File: config.mk
export PLATFORM = sky130hd
export DESIGN_NAME = midi_note_tx_queue_unit
export DESIGN_NICKNAME = d
export VERILOG_FILES = /design/src/hw/rtl/nmtq_pkg.sv /design/src/hw/rtl/nmtq_ram.sv /design/src/hw/rtl/nmtq_front.sv /design/src/hw/rtl/nmtq_cmd_queue.sv /design/src/hw/rtl/nmtq_back.sv /design/src/hw/rtl/midi_note_tx_queue_unit.sv
export SDC_FILE = /design/constraint.sdc
export NUM_CORES = 2
export LEC_CHECK = 0
export BUFFER_PORTS_ARGS = -buffer_cell sky130_fd_sc_hd__buf_2
export CAP_MARGIN = 30
export CORE_MARGIN = 2
export CORE_UTILIZATION = 45
export DETAILED_ROUTE_END_ITERATION = 10
export PLACE_DENSITY_LB_ADDON = 0.3
export SETUP_SLACK_MARGIN = 0.15
export SYNTH_ARGS = -nofsm -noshare
export SYNTH_HDL_FRONTEND = slang
export SYNTH_SLANG_ARGS = --single-unit
File: constraint.sdc
create_clock -name clk_i -period 10.3 [get_ports clk_i]
set_clock_uncertainty 0.15 [all_clocks]
set_input_delay 2.06 -clock clk_i [delete_from_list [all_inputs] [get_ports clk_i]]
set_output_delay 2.06 -clock clk_i [all_outputs]
set_load 0.005 [all_outputs]
File: src/hw/rtl/nmtq_pkg.sv
// nmtq_pkg: shared types, constants and codes of the note transmit queue
// depends on nothing; used by the front, command queue, back and top modules
package nmtq_pkg;

  // default sizes
  localparam int unsigned FIFO_DEPTH_DEF    = 64;
  localparam int unsigned CHANNEL_COUNT_DEF = 4;
  localparam int unsigned CMD_QUEUE_DEPTH   = 2;

  // midi codes
  localparam logic [3:0] NIB_NOTE_ON  = 4'h9;
  localparam logic [3:0] NIB_PROGRAM  = 4'hC;
  localparam logic [3:0] NIB_BEND     = 4'hE;
  localparam logic [7:0] VEL_ON       = 8'h40;
  localparam logic [7:0] VEL_OFF      = 8'h00;
  localparam logic [7:0] BYTE_ZERO    = 8'h00;
  localparam logic [7:0] PROG_SILENT  = 8'h7F;
  localparam logic [7:0] PROG_UNKNOWN = 8'd128;
  localparam logic [7:0] BEND_CENTER  = 8'd64;
  localparam logic [7:0] BEND_LIMIT   = 8'd200;
  localparam logic [7:0] DATA_MAX     = 8'd127;
  // 1/25 in 17 fraction bits, for x*64/200 = x*8/25
  localparam logic [12:0] RECIP_25    = 13'd5243;

  // reset values of the reserve registers
  localparam logic [7:0] ON_RESERVE_RST  = 8'd8;
  localparam logic [7:0] OFF_RESERVE_RST = 8'd3;

  // configuration register indexes
  typedef enum logic [1:0] {
    REG_NOTE_ON_RESERVE  = 2'd0,
    REG_NOTE_OFF_RESERVE = 2'd1
  } reg_idx_e;

  // input opcodes
  typedef enum logic [3:0] {
    OP_TICK      = 4'd0,
    OP_NOTE_ON   = 4'd1,
    OP_LAYERED   = 4'd2,
    OP_NOTE_OFF  = 4'd3,
    OP_PROGRAM   = 4'd4,
    OP_FORCEPROG = 4'd5,
    OP_BEND      = 4'd6,
    OP_SILENCE   = 4'd7,
    OP_PANIC     = 4'd8
  } op_e;

  // classified command kind
  typedef enum logic [3:0] {
    K_NONE,
    K_TICK,
    K_ON,
    K_LAYER,
    K_OFF,
    K_PROG,
    K_FORCE,
    K_BEND,
    K_SIL,
    K_PANIC
  } kind_e;

  typedef struct packed {
    kind_e      kind;
    logic       chok;
    logic [3:0] channel;
    logic [6:0] note;
    logic [6:0] prog;
    logic       bend_neg;
    logic [6:0] bend_mag;
  } cmd_t;

  typedef struct packed {
    logic        accepted;
    logic        tx_valid;
    logic [7:0]  tx_byte;
    logic [7:0]  free_slots;
    logic [7:0]  peak_fill;
    logic [15:0] lost_note_ons;
    logic [15:0] lost_note_offs;
    logic        note_is_sounding;
    logic [7:0]  channel_voices;
    logic [7:0]  channel_program;
  } res_t;

endpackage

File: src/hw/rtl/nmtq_ram.sv
// nmtq_ram: generic single write port ram with registered read
// depends on nothing
module nmtq_ram #(
  parameter int unsigned WIDTH = 8,
  parameter int unsigned DEPTH = 64
) (
  input  logic                     clk_i,
  input  logic                     we_i,
  input  logic [$clog2(DEPTH)-1:0] waddr_i,
  input  logic [WIDTH-1:0]         wdata_i,
  input  logic [$clog2(DEPTH)-1:0] raddr_i,
  output logic [WIDTH-1:0]         rdata_o
);

  logic [WIDTH-1:0] mem_q [DEPTH];

  // write port and registered read
  always_ff @(posedge clk_i) begin
    if (we_i) begin
      mem_q[waddr_i] <= wdata_i;
    end
    rdata_o <= mem_q[raddr_i];
  end

endmodule

File: src/hw/rtl/nmtq_front.sv
// nmtq_front: decodes an incoming item into a command and scales the bend
// depends on nmtq_pkg
module nmtq_front #(
  parameter int unsigned CHANNEL_COUNT = 4
) (
  input  logic               [3:0]  opcode_i,
  input  logic               [3:0]  channel_i,
  input  logic               [7:0]  note_number_i,
  input  logic               [7:0]  program_number_i,
  input  logic signed        [15:0] bend_cents_i,
  output nmtq_pkg::cmd_t            cmd_o
);
  import nmtq_pkg::*;

  logic        chok;
  logic [7:0]  mag;
  logic [10:0] mag_x8;
  logic [23:0] prod;

  assign chok = ({1'b0, channel_i} < 5'(CHANNEL_COUNT));

  // clamp to the bend range and take the magnitude
  always_comb begin
    if (bend_cents_i > 16'sd200) begin
      mag = BEND_LIMIT;
    end else if (bend_cents_i < -16'sd200) begin
      mag = BEND_LIMIT;
    end else if (bend_cents_i < 16'sd0) begin
      mag = 8'(-bend_cents_i);
    end else begin
      mag = 8'(bend_cents_i);
    end
  end

  // mag*64/200 by reciprocal, exact for mag up to 200
  assign mag_x8 = {mag, 3'b000};
  assign prod   = 24'(mag_x8) * 24'(RECIP_25);

  // classify opcode
  always_comb begin
    cmd_o.chok     = chok;
    cmd_o.channel  = channel_i;
    cmd_o.note     = note_number_i[6:0];
    cmd_o.prog     = program_number_i[6:0];
    cmd_o.bend_neg = bend_cents_i[15];
    cmd_o.bend_mag = prod[23:17];
    unique case (opcode_i)
      OP_TICK:      cmd_o.kind = K_TICK;
      OP_PANIC:     cmd_o.kind = K_PANIC;
      OP_NOTE_ON:   cmd_o.kind = chok ? K_ON    : K_NONE;
      OP_LAYERED:   cmd_o.kind = chok ? K_LAYER : K_NONE;
      OP_NOTE_OFF:  cmd_o.kind = chok ? K_OFF   : K_NONE;
      OP_PROGRAM:   cmd_o.kind = chok ? K_PROG  : K_NONE;
      OP_FORCEPROG: cmd_o.kind = chok ? K_FORCE : K_NONE;
      OP_BEND:      cmd_o.kind = chok ? K_BEND  : K_NONE;
      OP_SILENCE:   cmd_o.kind = chok ? K_SIL   : K_NONE;
      default:      cmd_o.kind = K_NONE;
    endcase
  end

endmodule

File: src/hw/rtl/nmtq_cmd_queue.sv
// nmtq_cmd_queue: short command queue between front and back
// depends on nmtq_pkg
module nmtq_cmd_queue (
  input  logic           clk_i,
  input  logic           rst_ni,
  input  logic           push_i,
  input  nmtq_pkg::cmd_t data_i,
  output logic           full_o,
  input  logic           pop_i,
  output logic           valid_o,
  output nmtq_pkg::cmd_t data_o
);
  import nmtq_pkg::*;

  localparam int unsigned PW = (CMD_QUEUE_DEPTH > 1) ? $clog2(CMD_QUEUE_DEPTH) : 1;
  localparam int unsigned CNTW = $clog2(CMD_QUEUE_DEPTH + 1);

  cmd_t            entry_q [CMD_QUEUE_DEPTH];
  logic [PW-1:0]   wptr_q, rptr_q;
  logic [CNTW-1:0] cnt_q;

  assign full_o  = (cnt_q == CNTW'(CMD_QUEUE_DEPTH));
  assign valid_o = (cnt_q != '0);
  assign data_o  = entry_q[rptr_q];

  // payload storage
  always_ff @(posedge clk_i) begin
    if (push_i) begin
      entry_q[wptr_q] <= data_i;
    end
  end

  // pointers and count
  always_ff @(posedge clk_i or negedge rst_ni) begin
    if (!rst_ni) begin
      wptr_q <= '0;
      rptr_q <= '0;
      cnt_q  <= '0;
    end else begin
      if (push_i) begin
        wptr_q <= (wptr_q == PW'(CMD_QUEUE_DEPTH - 1)) ? '0 : wptr_q + 1'b1;
      end
      if (pop_i) begin
        rptr_q <= (rptr_q == PW'(CMD_QUEUE_DEPTH - 1)) ? '0 : rptr_q + 1'b1;
      end
      if (push_i && !pop_i) begin
        cnt_q <= cnt_q + 1'b1;
      end else if (pop_i && !push_i) begin
        cnt_q <= cnt_q - 1'b1;
      end
    end
  end

endmodule

File: src/hw/rtl/nmtq_back.sv
// nmtq_back: carries out commands: byte fifo, running status, note maps
// depends on nmtq_pkg and nmtq_ram
module nmtq_back #(
  parameter int unsigned FIFO_DEPTH    = 64,
  parameter int unsigned CHANNEL_COUNT = 4
) (
  input  logic           clk_i,
  input  logic           rst_ni,
  input  logic           cmd_valid_i,
  input  nmtq_pkg::cmd_t cmd_i,
  output logic           cmd_pop_o,
  input  logic [7:0]     on_reserve_i,
  input  logic [7:0]     off_reserve_i,
  output logic           done_o,
  output nmtq_pkg::res_t res_o
);
  import nmtq_pkg::*;

  localparam int unsigned AW = $clog2(FIFO_DEPTH);
  localparam int unsigned CW = (CHANNEL_COUNT > 1) ? $clog2(CHANNEL_COUNT) : 1;
  localparam int unsigned KW = $clog2(CHANNEL_COUNT + 1);

  typedef enum logic [2:0] {
    S_IDLE, S_DEC, S_TICK, S_PUSH, S_SIL, S_PANIC, S_DONE
  } state_e;

  state_e        state_q, ret_q;
  cmd_t          cmd_q;
  logic [AW-1:0] wr_q, rd_q;
  logic [7:0]    last_q;
  logic [127:0]  bmp_q   [CHANNEL_COUNT];
  logic [7:0]    voice_q [CHANNEL_COUNT];
  logic [7:0]    prog_q  [CHANNEL_COUNT];
  logic [7:0]    peak_q;
  logic [15:0]   on_drop_q, off_drop_q;
  logic [7:0]    bytes_q [5];
  logic [2:0]    cnt_q;
  logic [7:0]    n_q;
  logic [KW-1:0] k_q;
  logic          acc_q, txv_q, sample_q;
  logic [7:0]    txb_q;
  res_t          res_q;
  logic          done_q;

  logic [AW:0]   fill, free;
  logic [AW-1:0] wr_nxt, rd_nxt;
  logic          full, low_on, low_off;
  logic [CW-1:0] chi;
  logic          cur_on, sil_on, prog_do;
  logic [7:0]    st_on, st_bend, msb_raw, msb;
  logic [7:0]    lst [5];
  logic [2:0]    lcnt;
  logic [7:0]    peak_new;
  logic [7:0]    ram_rdata;
  logic          ram_we;

  // fifo level
  always_comb begin
    if (wr_q >= rd_q) begin
      fill = {1'b0, wr_q} - {1'b0, rd_q};
    end else begin
      fill = {1'b0, wr_q} + (AW+1)'(FIFO_DEPTH) - {1'b0, rd_q};
    end
  end
  assign free    = (AW+1)'(FIFO_DEPTH - 1) - fill;
  assign wr_nxt  = (wr_q == AW'(FIFO_DEPTH - 1)) ? '0 : wr_q + 1'b1;
  assign rd_nxt  = (rd_q == AW'(FIFO_DEPTH - 1)) ? '0 : rd_q + 1'b1;
  assign full    = (wr_nxt == rd_q);
  assign low_on  = (9'(free) < {1'b0, on_reserve_i});
  assign low_off = (9'(free) < {1'b0, off_reserve_i});

  // addressed channel
  assign chi     = cmd_q.channel[CW-1:0];
  assign cur_on  = bmp_q[chi][cmd_q.note];
  assign sil_on  = bmp_q[chi][n_q[6:0]];
  assign prog_do = (cmd_q.kind == K_FORCE) || (prog_q[chi] != {1'b0, cmd_q.prog});
  assign st_on   = {NIB_NOTE_ON, cmd_q.channel};
  assign st_bend = {NIB_BEND, cmd_q.channel};

  // bend data byte
  assign msb_raw = cmd_q.bend_neg ? BEND_CENTER - {1'b0, cmd_q.bend_mag}
                                  : BEND_CENTER + {1'b0, cmd_q.bend_mag};
  assign msb     = (msb_raw > DATA_MAX) ? DATA_MAX : msb_raw;

  // byte list for the next burst of pushes
  always_comb begin
    logic [2:0] i;
    i = '0;
    for (int j = 0; j < 5; j++) begin
      lst[j] = BYTE_ZERO;
    end
    case (state_q)
      S_DEC: begin
        case (cmd_q.kind)
          K_ON, K_LAYER: begin
            if (st_on != last_q) begin
              lst[i] = st_on;
              i = i + 1'b1;
            end
            if (cmd_q.kind == K_ON && cur_on) begin
              lst[i] = {1'b0, cmd_q.note};
              lst[i+1] = VEL_OFF;
              i = i + 3'd2;
            end
            lst[i] = {1'b0, cmd_q.note};
            lst[i+1] = VEL_ON;
            i = i + 3'd2;
          end
          K_OFF: begin
            if (st_on != last_q) begin
              lst[i] = st_on;
              i = i + 1'b1;
            end
            lst[i] = {1'b0, cmd_q.note};
            lst[i+1] = VEL_OFF;
            i = i + 3'd2;
          end
          K_PROG, K_FORCE: begin
            lst[0] = {NIB_PROGRAM, cmd_q.channel};
            lst[1] = {1'b0, cmd_q.prog};
            i = 3'd2;
          end
          K_BEND: begin
            if (st_bend != last_q) begin
              lst[i] = st_bend;
              i = i + 1'b1;
            end
            lst[i] = BYTE_ZERO;
            lst[i+1] = msb;
            i = i + 3'd2;
          end
          default: i = '0;
        endcase
      end
      S_SIL: begin
        if (st_on != last_q) begin
          lst[i] = st_on;
          i = i + 1'b1;
        end
        lst[i] = {1'b0, n_q[6:0]};
        lst[i+1] = VEL_OFF;
        i = i + 3'd2;
      end
      S_PANIC: begin
        lst[0] = {NIB_PROGRAM, 4'(k_q)};
        lst[1] = PROG_SILENT;
        i = 3'd2;
      end
      default: i = '0;
    endcase
    lcnt = i;
  end

  // byte fifo storage
  assign ram_we = (state_q == S_PUSH) && !full;

  nmtq_ram #(
    .WIDTH (8),
    .DEPTH (FIFO_DEPTH)
  ) u_fifo_ram (
    .clk_i   (clk_i),
    .we_i    (ram_we),
    .waddr_i (wr_q),
    .wdata_i (bytes_q[0]),
    .raddr_i (rd_q),
    .rdata_o (ram_rdata)
  );

  assign peak_new  = (sample_q && (8'(fill) > peak_q)) ? 8'(fill) : peak_q;
  assign cmd_pop_o = (state_q == S_IDLE) && cmd_valid_i;
  assign done_o    = done_q;
  assign res_o     = res_q;

  // sequencer, command payload and block state
  always_ff @(posedge clk_i or negedge rst_ni) begin
    if (!rst_ni) begin
      state_q    <= S_IDLE;
      ret_q      <= S_DONE;
      wr_q       <= '0;
      rd_q       <= '0;
      last_q     <= '0;
      peak_q     <= '0;
      on_drop_q  <= '0;
      off_drop_q <= '0;
      cnt_q      <= '0;
      n_q        <= '0;
      k_q        <= '0;
      acc_q      <= 1'b0;
      txv_q      <= 1'b0;
      txb_q      <= '0;
      sample_q   <= 1'b0;
      done_q     <= 1'b0;
      for (int c = 0; c < CHANNEL_COUNT; c++) begin
        bmp_q[c]   <= '0;
        voice_q[c] <= '0;
        prog_q[c]  <= PROG_UNKNOWN;
      end
    end else begin
      done_q <= 1'b0;
      unique case (state_q)
        S_IDLE: begin
          if (cmd_valid_i) begin
            cmd_q    <= cmd_i;
            acc_q    <= 1'b0;
            txv_q    <= 1'b0;
            txb_q    <= '0;
            sample_q <= 1'b0;
            n_q      <= '0;
            k_q      <= '0;
            state_q  <= S_DEC;
          end
        end
        S_DEC: begin
          bytes_q <= lst;
          cnt_q   <= lcnt;
          ret_q   <= S_DONE;
          state_q <= S_DONE;
          case (cmd_q.kind)
            K_TICK: begin
              if (rd_q != wr_q) begin
                state_q <= S_TICK;
              end
            end
            K_ON, K_LAYER: begin
              if (low_on) begin
                on_drop_q <= on_drop_q + 1'b1;
              end else begin
                last_q                <= st_on;
                bmp_q[chi][cmd_q.note] <= 1'b1;
                if (!cur_on) begin
                  voice_q[chi] <= voice_q[chi] + 1'b1;
                end
                acc_q    <= 1'b1;
                sample_q <= 1'b1;
                state_q  <= S_PUSH;
              end
            end
            K_OFF: begin
              if (!cur_on) begin
                acc_q <= 1'b1;
              end else if (low_off) begin
                off_drop_q <= off_drop_q + 1'b1;
              end else begin
                last_q                <= st_on;
                bmp_q[chi][cmd_q.note] <= 1'b0;
                voice_q[chi]          <= voice_q[chi] - 1'b1;
                acc_q    <= 1'b1;
                sample_q <= 1'b1;
                state_q  <= S_PUSH;
              end
            end
            K_PROG, K_FORCE: begin
              if (!prog_do) begin
                acc_q <= 1'b1;
              end else if (!low_on) begin
                last_q       <= '0;
                bmp_q[chi]   <= '0;
                voice_q[chi] <= '0;
                prog_q[chi]  <= ({1'b0, cmd_q.prog} == PROG_SILENT) ? PROG_UNKNOWN
                                                                    : {1'b0, cmd_q.prog};
                acc_q    <= 1'b1;
                sample_q <= 1'b1;
                state_q  <= S_PUSH;
              end
            end
            K_BEND: begin
              if (!low_on) begin
                last_q   <= st_bend;
                acc_q    <= 1'b1;
                sample_q <= 1'b1;
                state_q  <= S_PUSH;
              end
            end
            K_SIL:   state_q <= S_SIL;
            K_PANIC: state_q <= S_PANIC;
            default: state_q <= S_DONE;
          endcase
        end
        S_TICK: begin
          txb_q   <= ram_rdata;
          txv_q   <= 1'b1;
          acc_q   <= 1'b1;
          rd_q    <= rd_nxt;
          state_q <= S_DONE;
        end
        S_PUSH: begin
          for (int j = 0; j < 4; j++) begin
            bytes_q[j] <= bytes_q[j+1];
          end
          if (!full) begin
            wr_q <= wr_nxt;
          end
          cnt_q <= cnt_q - 1'b1;
          if (cnt_q == 3'd1) begin
            state_q <= ret_q;
          end
        end
        S_SIL: begin
          if (n_q[7]) begin
            acc_q    <= 1'b1;
            sample_q <= 1'b1;
            state_q  <= S_DONE;
          end else if (sil_on && low_off) begin
            off_drop_q <= off_drop_q + 1'b1;
            state_q    <= S_DONE;
          end else if (sil_on) begin
            bytes_q               <= lst;
            cnt_q                 <= lcnt;
            last_q                <= st_on;
            bmp_q[chi][n_q[6:0]]  <= 1'b0;
            voice_q[chi]          <= voice_q[chi] - 1'b1;
            n_q                   <= n_q + 1'b1;
            ret_q                 <= S_SIL;
            state_q               <= S_PUSH;
          end else begin
            n_q <= n_q + 1'b1;
          end
        end
        S_PANIC: begin
          if (k_q == KW'(CHANNEL_COUNT)) begin
            for (int c = 0; c < CHANNEL_COUNT; c++) begin
              bmp_q[c]   <= '0;
              voice_q[c] <= '0;
              prog_q[c]  <= PROG_UNKNOWN;
            end
            last_q   <= '0;
            acc_q    <= 1'b1;
            sample_q <= 1'b1;
            state_q  <= S_DONE;
          end else begin
            bytes_q <= lst;
            cnt_q   <= lcnt;
            k_q     <= k_q + 1'b1;
            ret_q   <= S_PANIC;
            state_q <= S_PUSH;
          end
        end
        S_DONE: begin
          peak_q                 <= peak_new;
          res_q.accepted         <= acc_q;
          res_q.tx_valid         <= txv_q;
          res_q.tx_byte          <= txb_q;
          res_q.free_slots       <= 8'(free);
          res_q.peak_fill        <= peak_new;
          res_q.lost_note_ons    <= on_drop_q;
          res_q.lost_note_offs   <= off_drop_q;
          res_q.note_is_sounding <= cmd_q.chok ? cur_on : 1'b0;
          res_q.channel_voices   <= cmd_q.chok ? voice_q[chi] : 8'd0;
          res_q.channel_program  <= cmd_q.chok ? prog_q[chi] : PROG_UNKNOWN;
          done_q                 <= 1'b1;
          state_q                <= S_IDLE;
        end
        default: state_q <= S_IDLE;
      endcase
    end
  end

endmodule

File: src/hw/rtl/midi_note_tx_queue_unit.sv
// midi_note_tx_queue_unit: top level of the running status note transmitter
// depends on nmtq_pkg, nmtq_front, nmtq_cmd_queue, nmtq_back, nmtq_ram
//
//  channel   direction  handshake              payload
//  command   in         start_i, busy_o        opcode, channel, note, program, bend
//  config    in         cfg_valid_i/ready_o    cfg_index_i, cfg_data_i
//  result    out        done_o (one cycle)     accepted .. channel_program
//
// with the back part free, an item passes from accept through the command queue
// and back sequencer to its result; a tick that sends a byte adds a fifo read,
// note, program and bend a push per byte, silence a scan of all 128 notes with
// pushes for each released note, panic a program change per channel. the fifo
// takes one byte per cycle; the scan checks one note per cycle, save while pushing.
// two commands queue between front and back; busy_o rises when that is full.
// reset clears the note maps, program caches, counters and fifo pointers.
// results cannot be stalled; each one shows for one cycle on done_o.
module midi_note_tx_queue_unit #(
  parameter int unsigned FIFO_DEPTH    = nmtq_pkg::FIFO_DEPTH_DEF,
  parameter int unsigned CHANNEL_COUNT = nmtq_pkg::CHANNEL_COUNT_DEF
) (
  input  logic               clk_i,
  input  logic               rst_ni,
  input  logic               start_i,
  output logic               busy_o,
  input  logic [3:0]         opcode_i,
  input  logic [3:0]         channel_i,
  input  logic [7:0]         note_number_i,
  input  logic [7:0]         program_number_i,
  input  logic signed [15:0] bend_cents_i,
  input  logic               cfg_valid_i,
  output logic               cfg_ready_o,
  input  logic [1:0]         cfg_index_i,
  input  logic [7:0]         cfg_data_i,
  output logic               done_o,
  output logic               accepted_o,
  output logic               tx_valid_o,
  output logic [7:0]         tx_byte_o,
  output logic [7:0]         free_slots_o,
  output logic [7:0]         peak_fill_o,
  output logic [15:0]        lost_note_ons_o,
  output logic [15:0]        lost_note_offs_o,
  output logic               note_is_sounding_o,
  output logic [7:0]         channel_voices_o,
  output logic [7:0]         channel_program_o
);
  import nmtq_pkg::*;

  cmd_t       front_cmd, q_cmd;
  logic       q_full, q_valid, q_pop, item_ok;
  logic [7:0] on_res_q, off_res_q;
  res_t       res;

  assign busy_o      = q_full;
  assign item_ok     = start_i && !q_full;
  assign cfg_ready_o = 1'b1;

  // reserve registers
  always_ff @(posedge clk_i or negedge rst_ni) begin
    if (!rst_ni) begin
      on_res_q  <= ON_RESERVE_RST;
      off_res_q <= OFF_RESERVE_RST;
    end else if (cfg_valid_i) begin
      unique case (cfg_index_i)
        REG_NOTE_ON_RESERVE:  on_res_q  <= cfg_data_i;
        REG_NOTE_OFF_RESERVE: off_res_q <= cfg_data_i;
        default: ;
      endcase
    end
  end

  nmtq_front #(
    .CHANNEL_COUNT (CHANNEL_COUNT)
  ) u_front (
    .opcode_i         (opcode_i),
    .channel_i        (channel_i),
    .note_number_i    (note_number_i),
    .program_number_i (program_number_i),
    .bend_cents_i     (bend_cents_i),
    .cmd_o            (front_cmd)
  );

  nmtq_cmd_queue u_queue (
    .clk_i   (clk_i),
    .rst_ni  (rst_ni),
    .push_i  (item_ok),
    .data_i  (front_cmd),
    .full_o  (q_full),
    .pop_i   (q_pop),
    .valid_o (q_valid),
    .data_o  (q_cmd)
  );

  nmtq_back #(
    .FIFO_DEPTH    (FIFO_DEPTH),
    .CHANNEL_COUNT (CHANNEL_COUNT)
  ) u_back (
    .clk_i         (clk_i),
    .rst_ni        (rst_ni),
    .cmd_valid_i   (q_valid),
    .cmd_i         (q_cmd),
    .cmd_pop_o     (q_pop),
    .on_reserve_i  (on_res_q),
    .off_reserve_i (off_res_q),
    .done_o        (done_o),
    .res_o         (res)
  );

  // result fields
  assign accepted_o         = res.accepted;
  assign tx_valid_o         = res.tx_valid;
  assign tx_byte_o          = res.tx_byte;
  assign free_slots_o       = res.free_slots;
  assign peak_fill_o        = res.peak_fill;
  assign lost_note_ons_o    = res.lost_note_ons;
  assign lost_note_offs_o   = res.lost_note_offs;
  assign note_is_sounding_o = res.note_is_sounding;
  assign channel_voices_o   = res.channel_voices;
  assign channel_program_o  = res.channel_program;

endmodule

* Word level (Yosys, flattened, before mapping)
Memory sizes are Yosys's and may differ from the RTL's. A register that Yosys moved wholly into a read port is not among the register bits. Index checks and enable logic that the tools add are counted.
Operators by class: add/subtract/negate cells 30, multiply operators 1, magnitude comparators 35, equality and inequality tests 62, mux-type cells 208, bitwise logic cells 32, reduce and logical (&&, ||, !) cells 65
Operator list (count):
- two-way mux 512 bit | 9
- one-hot mux 512 bit (3 select lines) | 2
- bitwise AND 512 bit | 3
- inverter 512 bit | 3
- demux 128 bit (select 2 bit) | 3
- two-way mux 128 bit | 5
- OR 512 bit | 1
- two-way mux 32 bit | 14
- two-way mux 8 bit | 44
- two-way mux 40 bit | 7
- binary-select mux 128 bit (select 2 bit) | 1
- demux 8 bit (select 3 bit) | 10
- bitwise mux 40 bit | 5
- one-hot mux 32 bit (3 select lines) | 2
- >= comparator 33 x 4 -> 1 bit (second input constant) | 5
- < comparator 33 x 1 -> 1 bit (second input constant) | 5
- inverter 32 -> 33 bit | 5
- bitwise AND 40 bit | 4
- inverter 40 bit | 4
- one-hot mux 32 bit (4 select lines) | 1
- two-way mux 3 bit | 35
- bitwise mux 32 bit | 3
- two-way mux 16 bit | 5
- one-hot mux 24 bit (3 select lines) | 1
- 108 further kinds | 256
Storage, ports and cells: register bits 802, memory bits (writable) 574, output and inout port bits 78, logic and storage cells 484, memories kept 2
Memory list:
- u_back.u_fifo_ram.mem_q | words 64, width 8, rd ports 1, clocked after memory_dff 1, wr ports 1, RTL line nmtq_ram.sv:15 | logic [WIDTH-1:0] mem_q [DEPTH];
- u_queue.entry_q | words 2, width 31, rd ports 1, clocked after memory_dff 1, wr ports 1, RTL line nmtq_cmd_queue.sv:18 | cmd_t entry_q [CMD_QUEUE_DEPTH];

* Logic depth before layout (Yosys ltp)
word-level depth 24, depth in mapped cells 26, gate-level depth less buffers 26

* By module
From an unflattened synthesis, not the netlist that was laid out.
Unflattened totals: cell total of the unflattened synthesis 7679, area total of the unflattened synthesis 79766.5 sq um
By module, submodules not included:
- nmtq_back | times used 1, cells an instance 6291, area an instance 54133.2 sq um, sequential area each 20786.2 sq um
- nmtq_ram | times used 1, cells an instance 1000, area an instance 20309.5 sq um, sequential area each 15534.9 sq um
- nmtq_cmd_queue | times used 1, cells an instance 113, area an instance 2580.0 sq um, sequential area each 1961.9 sq um
- nmtq_front | times used 1, cells an instance 238, area an instance 2112.0 sq um, sequential area each 0.0 sq um
- midi_note_tx_queue_unit | times used 1, cells an instance 37, area an instance 631.9 sq um, sequential area each 404.1 sq um

* Worst setup path after synthesis
OpenSTA, ideal clock, no wires.
path type input-to-reg, start point input port bend_cents_i[0], end point memory u_queue.entry_q[0][6] (netlist name) (data pin), arrival time 7380 ps, data required time 9885 ps, setup slack 2505 ps, stages on the path 22, path through o31a_1 o311a_1 nor2_1 nor2_1 or2_2 fa_1 fa_1 inv_1 fa_1 inv_1 fa_1 inv_1 ha_1 a21o_1 a211oi_1 o21ai_0 a2111oi_0 o31ai_1 a21oi_1 nor2b_1 o21a_1 a311o_1
RTL lines:
- start: declaration | RTL line midi_note_tx_queue_unit.sv:29 | input logic signed [15:0] bend_cents_i,
- end: declaration | RTL line nmtq_cmd_queue.sv:18

==> flow_metrics.env <==
export IMPL_cts_root_buf="clkbuf_16"
export IMPL_switchingPower_w=0.00843
export IMPL_cts_resized=0
export IMPL_grt_max_degree=202
export IMPL_gp_congestion=0.949
export IMPL_die_h_microns=410
export IMPL_synthArstFlopShare_pct=48.8
export IMPL_p_seq_share_pct=33.9
export IMPL_end_kind="register"
export IMPL_cp_data_required_time_ns=10.75
export IMPL_routed_wl_microns=255000
export IMPL_setup_viol_count_final=0
export IMPL_slew_limit_headroom_pct=19.5
export IMPL_cts_sinks=1405
export IMPL_cts_buffers=154
export IMPL_switching_share_pct=40.6
export IMPL_dp_hpwl_microns=148000
export IMPL_layout_commonest_cell="nor2_1"
export IMPL_synth_edff_count=711
export IMPL_grt_setup_unrepaired="no"
export IMPL_seq_area_frac_synth_pct=52.2
export IMPL_combPwrFrac_pct=39.2
export IMPL_setup_ws_ns=2.51
export IMPL_ys_warn_count=0
export IMPL_clockBufferDepth=3
export IMPL_syn_area_sq_um=74100
export IMPL_wl_per_cell_microns=28.4
export IMPL_grt_pass1_vias=57500
export IMPL_start_kind="input port"
export IMPL_cts_tree="done"
export IMPL_drv_slew=0
export IMPL_synth_cell_types=98
export IMPL_grt_pass1_wl_microns=378000
export IMPL_peakVddDrop_v=0.000294
export IMPL_overflow=0
export IMPL_crit_fanout=6
export IMPL_clk_latency_ns=0.85
export IMPL_dp_cells=8667
export IMPL_io_pins=132
export IMPL_first_pass_iters=9
export IMPL_hold_path_class="reg2reg"
export IMPL_status="completed"
export IMPL_finalInstanceArea_sq_um=81700
export IMPL_powerDensity_nw_per_um2=254
export IMPL_postCtsHoldBufs=0
export IMPL_rows=148
export IMPL_synthCells=6789
export IMPL_synth_top_area_cell="edfxtp_1"
export IMPL_setup_tns_final_ns=0
export IMPL_grt_use_total_pct=29.8
export IMPL_synth_top_area_share_pct=28.8
export IMPL_vias=60200
export IMPL_cp_arrival_ns=8.24
export IMPL_path_class="in2reg"
export IMPL_period_share_pct=75.6
export IMPL_p_leak_nw=29.1
export IMPL_final_cells=8969
export IMPL_drive_gt1_share_pct=12.7
export IMPL_start_util_pct=45.4
export IMPL_hold_viol_final=0
export IMPL_dieArea_sq_um=168000
export IMPL_drc=0
export IMPL_p_clk_share_pct=26.9
export IMPL_syn_avg_cell_area_sq_um=10.9
export IMPL_core_area_sq_um=163000
export IMPL_yosys_register_bits=1405
export IMPL_postPlaceCellArea_sq_um=76400
export IMPL_antenna_found_initial=19
export IMPL_num_nets_final=6824
export IMPL_p_int_w=0.0123
export IMPL_mostFrequentLayoutCells="nor2_1, o21ai_0, edfxtp_1, dfrtp_1, nand3_1"
export IMPL_yosys_most_used_dff="edfxtp_1"
export IMPL_port_buffers=127
export IMPL_tightest_slew_ns=1.21
export IMPL_ant_nets=0
export IMPL_die_w_microns=410
export IMPL_cts_setup_buffers=0
export IMPL_layout_min_cycle_time_ns=7.79
export IMPL_syn_to_final_growth_pct=10.2
export IMPL_avgViaCountPerCell=6.71
export IMPL_max_cap_violations=0
export IMPL_path_clk_slew_ns=0.06
export IMPL_ys_top_cells_by_area="edfxtp_1, dfrtp_1, o2bb2ai_1"
export IMPL_fillers=14300
export IMPL_ctsHtreeMaxLevel=4
export IMPL_post_route_util_pct=50.1
export IMPL_drt_initial_drc_count=8898
export IMPL_fmax_ghz=0.128
export IMPL_place_ws_ns=1.47
-- flip-flops by register name, indices dropped and copies added, names as in the netlist, 3 cells and up --
name and flops:
u_back.txb_q 8, u_back.u_fifo_ram.mem_q 512, u_back.u_fifo_ram.rdata_o 8, u_back.cmd_q 29, u_back.k_q 3, u_back.rd_q 6, u_back.prog_q 32, u_queue.entry_q 62
u_back.state_q 3, u_back.off_drop_q 16, u_back.last_q 7, u_back.on_drop_q 16, u_back.bmp_q 512, u_back.bytes_q 32, u_back.wr_q 6, u_back.res_o 74
on_res_q 8, u_back.n_q 8, off_res_q 8, u_back.peak_q 8, u_back.voice_q 32, u_back.cnt_q 3
-- cell families after synthesis --
family          count (synthesis)  share of synthesized area [%]
xor+xnor                       95                           1.12
buf+inv                       676                           4.15
simple gates                 2210                           13.5
mux                           553                           11.1
compound gates               1734                           15.8
flops                        1405                           52.2
fa+ha+maj                     114                           2.15
other cells                     2                         0.0101
-- cell usage after synthesis (all sizes together) (7+ instances only) --
cell,n
a2111oi,8
nor3,48
nand4,37
and3,24
a211oi,15
o2bb2ai,543
mux2i,289
dfstp,8
o22ai,148
or2,16
a31oi,16
nand2b,28
nor2,896
a21oi,80
nand3b,16
o21a,8
nor4,26
xor2,34
inv,108
clkbuf,324
fa,22
and2,37
nor2b,25
buf,243
or3,13
nand4b,17
ha,92
nand3,610
a22o,39
dfrtp,678
o31ai,12
mux2,54
nand4bb,7
xnor2,61
dfxtp,8
a221oi,7
edfxtp,711
mux4,210
a21o,7
a22oi,27
o21ai,740
nand2,384
-- layout make-up --
class / instances / area, sq um / area share, %
diodes: 15 / 37.5 / 0.0459
clock buffers: 210 / 4190 / 5.13
clock inverters: 69 / 910 / 1.11
inverters: 109 / 409 / 0.501
multi-input cells: 4709 / 32600 / 39.9
flip-flops and latches: 1405 / 38700 / 47.4
well taps: 2175 / 2720 / 3.33
repair buffers: 277 / 2150 / 2.63
-- final timing paths --
check / slack (ns) / end / depth (start not counted) / start
setup / recovery: 2.51 / u_queue.entry_q[1][6]$_DFFE_PP_ / 23 / bend_cents_i[0]
setup reg to reg: 3.07 / u_back.bmp_q[230]$_DFFE_PN0P_ / 13 / u_back.cmd_q[17]$_DFFE_PP_
hold reg to reg: 0.28 / u_back.peak_q[7]$_DFFE_PN0P_ / 0 / u_back.peak_q[7]$_DFFE_PN0P_
max in group asynchronous: 6.67 / u_back.bmp_q[483]$_DFFE_PN0P_ / 3 / rst_ni
hold / removal: 0.28 / u_back.peak_q[7]$_DFFE_PN0P_ / 0 / u_back.peak_q[7]$_DFFE_PN0P_
min in group asynchronous: 1.10 / u_back.voice_q[3]$_DFFE_PN0P_ / 1 / rst_ni
-- stage by stage --
step,power (W),hold WS (ns)
after floorplan,0.0124,0.260
after global placement,0.0147,0.262
after detailed placement,0.0149,0.265
after CTS,0.0205,0.278
after global routing,0.0215,0.298
final,0.0207,0.277
-- power by group through the flow --
stage / combinational, W / sequential [W] / clock [W]
2_1_floorplan: 0.00538 / 0.00701 / 0
3_3_place_gp: 0.00764 / 0.00710 / 0
3_5_place_dp: 0.00780 / 0.00712 / 0
4_1_cts: 0.00783 / 0.00701 / 0.00564
5_1_grt: 0.00857 / 0.00707 / 0.00586
6_report: 0.00813 / 0.00702 / 0.00559
-- per-layer routing --
metal / part of all wire (%) / GRT usage (%) / up-vias
li1: - / - / 25200
met1: 38 / 38.9 / 29700
met2: 43 / 43.6 / 4193
met3: 13 / 10.1 / 1092
met4: 6.1 / 16.1 / 22
met5: 0.11 / 0.316 / -
-- critical path, stage by stage --
cell and delay (ns):
buf_2 0.14, o31a_1 0.29, o311a_1 0.28, nor2_1 0.20, nor2_1 0.09, or2_2 0.34
fa_1 0.56, fa_1 0.55, inv_1 0.05, fa_1 0.50, inv_1 0.05, fa_1 0.47
inv_1 0.04, ha_1 0.16, a21o_1 0.18, a211oi_1 0.26, o21ai_0 0.19, a2111oi_0 0.71
o31ai_1 0.26, a21oi_1 0.19, nor2b_1 0.08, o21a_1 0.20, a311o_1 0.37
Power figures use the tool's default switching activity.
